File: src/hdl/dvr_pkg.sv
package dvr_pkg;

  localparam int NODES = 8;
  localparam int IDX_W = $clog2(NODES);

  localparam logic [7:0] INF_COST = 8'd99;
  localparam logic [7:0] NO_HOP = 8'hFF;
  localparam logic [8:0] MAX_SUM = 9'd50;

  localparam logic [1:0] ACT_LINK = 2'd0;
  localparam logic [1:0] ACT_ROUTE = 2'd1;
  localparam logic [1:0] ACT_VECTOR = 2'd2;

  typedef struct packed {
    logic [7:0] via;
    logic [7:0] cost;
  } route_entry_t;

  localparam route_entry_t ROUTE_RESET = '{via: NO_HOP, cost: INF_COST};

  function automatic logic in_table(input logic [6:0] n);
    in_table = (n != 7'd0) && (n <= 7'(NODES));
  endfunction

endpackage

File: src/hdl/dvr_table.sv
module dvr_table #(
  parameter int WIDTH = 8,
  parameter int DEPTH = 8,
  parameter logic [WIDTH-1:0] RESET_VAL = '0
) (
  input  logic                     clk,
  input  logic                     rst,
  input  logic                     we,
  input  logic [$clog2(DEPTH)-1:0] waddr,
  input  logic [WIDTH-1:0]         wdata,
  input  logic [$clog2(DEPTH)-1:0] raddr,
  output logic [WIDTH-1:0]         rdata
);

  // Entries not yet written read as the reset value.
  logic [WIDTH-1:0] mem [DEPTH];
  logic [DEPTH-1:0] valid;

  always_ff @(posedge clk) begin
    if (rst) begin
      valid <= '0;
    end else if (we) begin
      valid[waddr] <= 1'b1;
    end
  end

  always_ff @(posedge clk) begin
    if (we) begin
      mem[waddr] <= wdata;
    end
  end

  always_ff @(posedge clk) begin
    rdata <= valid[raddr] ? mem[raddr] : RESET_VAL;
  end

endmodule

File: src/hdl/distance_vector_route_update.sv
// Channel  Dir  Signals                        Contents
// s        in   s_tvalid s_tready s_tdata      action, entry_index, cost_value,
//               s_tlast                        hop_value, sender; last_element
// m        out  m_tvalid m_tready m_tdata      table_changed, vector_aborted
// cfg      in   cfg_we cfg_wdata               own_id
//
// A vector element steps through ST_RD, ST_ADD, ST_UPD and ST_FIN, set by the
// single read port of the route table, which is read once for the sender and
// once for the destination. An element that is skipped goes straight to ST_FIN.
// Synchronous reset returns all tables to infinite cost with no hop.
// A result waiting on m stalls the block only when the next last element ends.
module distance_vector_route_update
  import dvr_pkg::*;
(
  input  logic        clk,
  input  logic        rst,
  input  logic        s_tvalid,
  output logic        s_tready,
  // action[1:0], entry_index[8:2], cost_value[16:9], hop_value[24:17], sender[31:25]
  input  logic [31:0] s_tdata,
  input  logic        s_tlast,
  output logic        m_tvalid,
  input  logic        m_tready,
  // table_changed[0], vector_aborted[1], zero[7:2]
  output logic [7:0]  m_tdata,
  input  logic        cfg_we,
  input  logic [6:0]  cfg_wdata
);

  localparam logic [2:0] ST_IDLE = 3'd0;
  localparam logic [2:0] ST_RD = 3'd1;
  localparam logic [2:0] ST_ADD = 3'd2;
  localparam logic [2:0] ST_UPD = 3'd3;
  localparam logic [2:0] ST_FIN = 3'd4;

  logic [2:0] state;
  logic [2:0] state_next;

  logic [6:0] own_id;
  logic [6:0] position;
  logic       cost_changed;
  logic       skipping_rest;

  logic [7:0] adv_cost;
  logic [6:0] sender;
  logic       last_element;
  logic [8:0] sum;

  logic       table_changed;
  logic       vector_aborted;

  logic [1:0]        in_action;
  logic [6:0]        in_index;
  logic [7:0]        in_cost;
  logic signed [7:0] in_hop;
  logic [6:0]        in_sender;
  logic              accept;

  logic [IDX_W-1:0] snd_idx;
  logic [IDX_W-1:0] pos_idx;
  logic [IDX_W-1:0] wr_idx;
  logic             snd_ok;

  logic             route_we;
  logic [IDX_W-1:0] route_waddr;
  route_entry_t     route_wdata;
  logic [IDX_W-1:0] route_raddr;
  route_entry_t     route_rdata;
  logic             link_we;
  logic [7:0]       link_rdata;

  logic [8:0]   sum_next;
  logic         zero_abort;
  logic         replace;
  route_entry_t new_entry;
  logic [6:0]   pos_minus;
  logic [6:0]   snd_minus;
  logic [6:0]   idx_minus;

  assign in_action = s_tdata[1:0];
  assign in_index = s_tdata[8:2];
  assign in_cost = s_tdata[16:9];
  assign in_hop = s_tdata[24:17];
  assign in_sender = s_tdata[31:25];

  assign s_tready = (state == ST_IDLE) && !rst;
  assign accept = s_tvalid && s_tready;

  assign pos_minus = position - 7'd1;
  assign snd_minus = sender - 7'd1;
  assign idx_minus = in_index - 7'd1;
  assign pos_idx = pos_minus[IDX_W-1:0];
  assign snd_idx = snd_minus[IDX_W-1:0];
  assign wr_idx = idx_minus[IDX_W-1:0];
  assign snd_ok = in_table(sender);

  assign m_tdata = {6'd0, vector_aborted, table_changed};

  always_comb begin
    sum_next = {1'b0, adv_cost};
    if (snd_ok && (route_rdata.cost != INF_COST)) begin
      sum_next = {1'b0, adv_cost} + {1'b0, link_rdata};
    end
  end

  always_comb begin
    zero_abort = (sum == 9'd0) && (position != own_id);
    replace = (sum < {1'b0, route_rdata.cost}) || (route_rdata.via == {1'b0, sender});
    if (sum > MAX_SUM) begin
      new_entry = ROUTE_RESET;
    end else begin
      new_entry = '{via: {1'b0, sender}, cost: sum[7:0]};
    end
  end

  always_comb begin
    route_we = 1'b0;
    route_waddr = wr_idx;
    route_wdata = '{via: in_hop, cost: in_cost};
    if (state == ST_UPD) begin
      route_we = !zero_abort && replace;
      route_waddr = pos_idx;
      route_wdata = new_entry;
    end else if (accept && (in_action == ACT_ROUTE) && in_table(in_index)) begin
      route_we = 1'b1;
    end
  end

  assign link_we = accept && (in_action == ACT_LINK) && in_table(in_index);
  assign route_raddr = (state == ST_ADD) ? pos_idx : snd_idx;

  dvr_table #(
    .WIDTH($bits(route_entry_t)),
    .DEPTH(NODES),
    .RESET_VAL(ROUTE_RESET)
  ) u_route (
    .clk   (clk),
    .rst   (rst),
    .we    (route_we),
    .waddr (route_waddr),
    .wdata (route_wdata),
    .raddr (route_raddr),
    .rdata (route_rdata)
  );

  dvr_table #(
    .WIDTH(8),
    .DEPTH(NODES),
    .RESET_VAL(INF_COST)
  ) u_link (
    .clk   (clk),
    .rst   (rst),
    .we    (link_we),
    .waddr (wr_idx),
    .wdata (in_cost),
    .raddr (snd_idx),
    .rdata (link_rdata)
  );

  always_comb begin
    state_next = state;
    unique case (state)
      ST_IDLE: begin
        if (accept && (in_action == ACT_VECTOR)) begin
          if (skipping_rest || !in_table(position)) begin
            state_next = ST_FIN;
          end else begin
            state_next = ST_RD;
          end
        end
      end
      ST_RD: state_next = ST_ADD;
      ST_ADD: state_next = ST_UPD;
      ST_UPD: state_next = ST_FIN;
      ST_FIN: begin
        if (!last_element || !m_tvalid || m_tready) begin
          state_next = ST_IDLE;
        end
      end
      default: state_next = ST_IDLE;
    endcase
  end

  always_ff @(posedge clk) begin
    if (rst) begin
      state <= ST_IDLE;
      own_id <= 7'd1;
      position <= 7'd1;
      cost_changed <= 1'b0;
      skipping_rest <= 1'b0;
      m_tvalid <= 1'b0;
    end else begin
      state <= state_next;
      if (cfg_we) begin
        own_id <= cfg_wdata;
      end
      if ((state == ST_FIN) && (state_next == ST_IDLE) && last_element) begin
        m_tvalid <= 1'b1;
      end else if (m_tvalid && m_tready) begin
        m_tvalid <= 1'b0;
      end
      if (state == ST_UPD) begin
        if (zero_abort) begin
          skipping_rest <= 1'b1;
        end else if (replace && (new_entry.cost != route_rdata.cost)) begin
          cost_changed <= 1'b1;
        end
      end
      if ((state == ST_FIN) && (state_next == ST_IDLE)) begin
        if (last_element) begin
          position <= 7'd1;
          cost_changed <= 1'b0;
          skipping_rest <= 1'b0;
        end else if (position != 7'd127) begin
          position <= position + 7'd1;
        end
      end
    end
  end

  always_ff @(posedge clk) begin
    if (accept) begin
      adv_cost <= in_cost;
      sender <= in_sender;
      last_element <= s_tlast;
    end
    if (state == ST_ADD) begin
      sum <= sum_next;
    end
    if ((state == ST_FIN) && (state_next == ST_IDLE) && last_element) begin
      table_changed <= !skipping_rest && cost_changed;
      vector_aborted <= skipping_rest;
    end
  end

endmodule
File: config.mk
export PLATFORM = sky130hd
export DESIGN_NAME = distance_vector_route_update
export DESIGN_NICKNAME = d
export VERILOG_FILES = /design/src/hdl/dvr_pkg.sv /design/src/hdl/dvr_table.sv /design/src/hdl/distance_vector_route_update.sv
export SDC_FILE = /design/constraint.sdc
export NUM_CORES = 1
export LEC_CHECK = 0
export BUFFER_PORTS_ARGS = -buffer_cell sky130_fd_sc_hd__buf_2
export CORE_ASPECT_RATIO = 0.8
export CORE_UTILIZATION = 45
export CTS_CLUSTER_SIZE = 8
export DETAILED_ROUTE_END_ITERATION = 10
export GPL_ROUTABILITY_DRIVEN = 0
export GPL_TIMING_DRIVEN = 0
export PLACE_DENSITY_LB_ADDON = 0.2
export REMOVE_ABC_BUFFERS = 1
export SLEW_MARGIN = 0
export SYNTH_ARGS = -nofsm -noshare
export SYNTH_HDL_FRONTEND = slang
export SYNTH_SLANG_ARGS = --single-unit
File: constraint.sdc
create_clock -name clk -period 4.52 [get_ports clk]
set_clock_uncertainty 0.2 [all_clocks]
set_input_delay 0.678 -clock clk [delete_from_list [all_inputs] [get_ports clk]]
set_output_delay 0.678 -clock clk [all_outputs]
set_load 0.01 [all_outputs]
==> out/metrics.yaml <==
status: "completed"
antenna_found_initial: 0
crit_arrival_ns: 4.39
clock-root-buffer: "clkbuf_16"
die-area_um2: 26900
areaGrowthSynthToFinish_pct: 17.2
rsz0062_at_grt: "no"
crit_type: "flop to flop"
clockPowerShare: 0.464
dp_cells: 1222
core_region_area_um2: 25600
grt_pass1_vias: 6888
rr_worst_depth: 7
cts.sink_count: 279
htree_levels: 2
ys_seq_area_frac: 0.658
clk_latency_ns: 0.51
hold_viol: 0
hp-start: "s_tdata[27]"
io_buffers: 48
holdPathStages: 1
hold_class: "input pin to flop"
floorplan.initialDensity: 0.462
cts_buffer_depth: 3
synthFlopType: "edfxtp_1"
grt.busiest_layer: "met2"
relSlewSlack: 0.198
clkTransAtPathRegs_ns: 0.06
drc_errors: 0
regToRegStartpoint: "sender[0]"
path_cells: "inv_1 -> ha_1 -> xor2_1 -> mux2_8 -> mux4_1 -> mux2i_4 -> o211ai_1"
synth_top_family_by_area: "multiplexers"
crit_path_start_kind: "flop"
min_period_over_period: 0.943
slew_violations: 0
cpPeakStageDelay_ns: 0.90
yosys.area_share.simple: 0.0821
synth_compound_area_frac: 0.0691
synth.most_common_cell: "edfxtp_1"
ys_types: 52
swShare: 0.214
pre_cts_slack_ns: -0.542
setup_ws_ns: 0.257
critPathSlowestCell: "xor2_1"
synth_area_per_cell_um2: 14.0
seq_power_share: 0.472
drv_cap: 0
rrSetupSlack_ns: 0.26
routedWlPerCell_um: 19.2
synth_area_leaders: "edfxtp_1 56%, dfxtp_1 10%, mux4_2 4.8%"
yosys.area.top_type_share: 0.556
cts_tree: "built"
met3_usage: 0.0335
intPower_w: 0.00467
synth_warnings: 0
grt_start_max_net_pins: 55
synth_top_area_cell: "edfxtp_1"
period_needed_ns: 4.26
grt_remaining_overflow: 0
finalNonFillerCells: 1295
vdd_drop_max_mv: 0.272
worst_r2r_endpoint: "u_route.rdata[5]"
via_count: 6961
ys_top_cells_by_count: "219 x edfxtp_1, 73 x nor2_1, 69 x nand2_1, 60 x dfxtp_1, 36 x mux2i_1"
grt_pass1_wl_mm: 39.3
fillers: 2110
p_switching_w: 0.00127
power_density_nw_per_um2: 429
holdPathEnd: "sender[2]"
crit_required_ns: 4.65
final-setup-viol-count: 0
diodes: 0
dp_hpwl_mm: 16.3
syn-cell-area_um2: 11800
cts_inserted_buffers: 40
pwr-share-comb: 0.064
ant_nets: 0
top_level_ports: 55
nets: 981
power_leakage_nw: 4.85
async_flop_share: 0
tightest_slew_ns: 1.19
drive_above_1_share: 0.188
synth_xor_area_frac: 0.0259
power_w: 0.00594
drt_iter0_markers: 528
synth_mux_area_frac: 0.111
drt_first_pass_iters: 5
routed_wl_mm: 24.9
use_met1: 0.281
synth_edf_count: 219
postCtsHoldBufs: 0
gr-usage-met2: 0.296
fmax_ghz: 0.235
synth-seq-cells: 279
dieWidth_um: 183
via_per_inst: 5.38
synthCells: 843
rows: 52
grt_usage: 0.192
critPathCaptureType: "flop"
synthAdderAreaFrac: 0.0239
dieHeight_um: 147
cp_max_fo: 54
## what timing repair did
| item | CTS | global route |
|---|---|---|
| resized for setup | 0 | 3 |
| setup buffers | 0 | 1 |
| endpoints found under the setup margin | 0 | 40 |
## cell type report
type,count,area (µm²),share of cell area
clock buffer,71,1160,0.0837
timing repair buffer,68,539,0.0389
tap,351,439,0.0317
sequential,279,7780,0.562
clock inverter,1,16.3,0.00117
multi-input combinational,495,3810,0.275
inverter,30,113,0.00813
## flip-flops by register name, summed over array words and instances, names as in the netlist, 8 cells and up
signal / cells
sum: 9
u_route.valid: 8
adv_cost: 8
u_link.valid: 8
u_link.mem: 64
u_link.rdata: 8
u_route.mem: 128
u_route.rdata: 16
## cells in the final DEF, fill, tap and decap left out, types with 29 or more instances in the layout
master,n
a21oi_1,33
buf_2,48
clkbuf_1,29
clkbuf_16,42
dfxtp_1,60
edfxtp_1,219
inv_1,30
mux2i_1,35
nand2_1,69
nor2_1,73
o21ai_0,29
## cell families (layout without fill, tap and decap cells)
group	Yosys count	after routing
flip-flops	279	279
AND/OR/NAND/NOR	213	213
AO/OA/AOI/OAI	128	128
multiplexers	91	91
buffers and inverters	74	170
XOR/XNOR	35	35
adder cells (fa/ha/maj)	22	22
other	1	6
## metal layers
metal	up-vias	wire, µm
met5	-	0
met4	0	433
met3	41	1380
met2	202	11200
met1	3410	11900
li1	3308	-
## how the worst max path moves through the flow
stage,startpoint,end,depth (start not counted)
CTS,rst,u_route.mem[1][7],8
floorplan,sender[0],u_route.rdata[0],6
detailed placement,rst,u_route.mem[1][7],8
global route,sender[0],u_route.rdata[7],8
global placement,sender[0],u_route.rdata[6],6
finish,sender[0],u_route.rdata[5],7
## metrics by stage
stage,cell area (µm²),util,setup TNS (ns),hold slack [ns]
finish,13900,0.542,0,0.139
global route,13900,0.542,0,0.125
CTS,13800,0.541,0,0.125
detailed placement,12600,0.495,-40.72,0.250
global placement,12300,0.481,-331.47,0.243
floorplan,11600,-,-19.83,0.231
## worst max-delay path: cells and delay by family, from the launching register on
kind                     cells  cell delay, ns
AO/OA/AOI/OAI                1            0.25
XOR/XNOR                     1            0.90
adder cells (fa/ha/maj)      1            0.30
buffers and inverters        1            0.20
flip-flops                   1            0.58
multiplexers                 3            1.63
## power by group through the flow
stage	logic [W]	clock network [W]	registers (W)
floorplan	0.000238	0	0.00285
CTS	0.000381	0.00280	0.00280
global placement	0.000353	0	0.00286
global route	0.000416	0.00292	0.00280
detailed placement	0.000379	0	0.00285
finish	0.000379	0.00276	0.00281
Note: power is estimated with default switching activity, not from simulation.
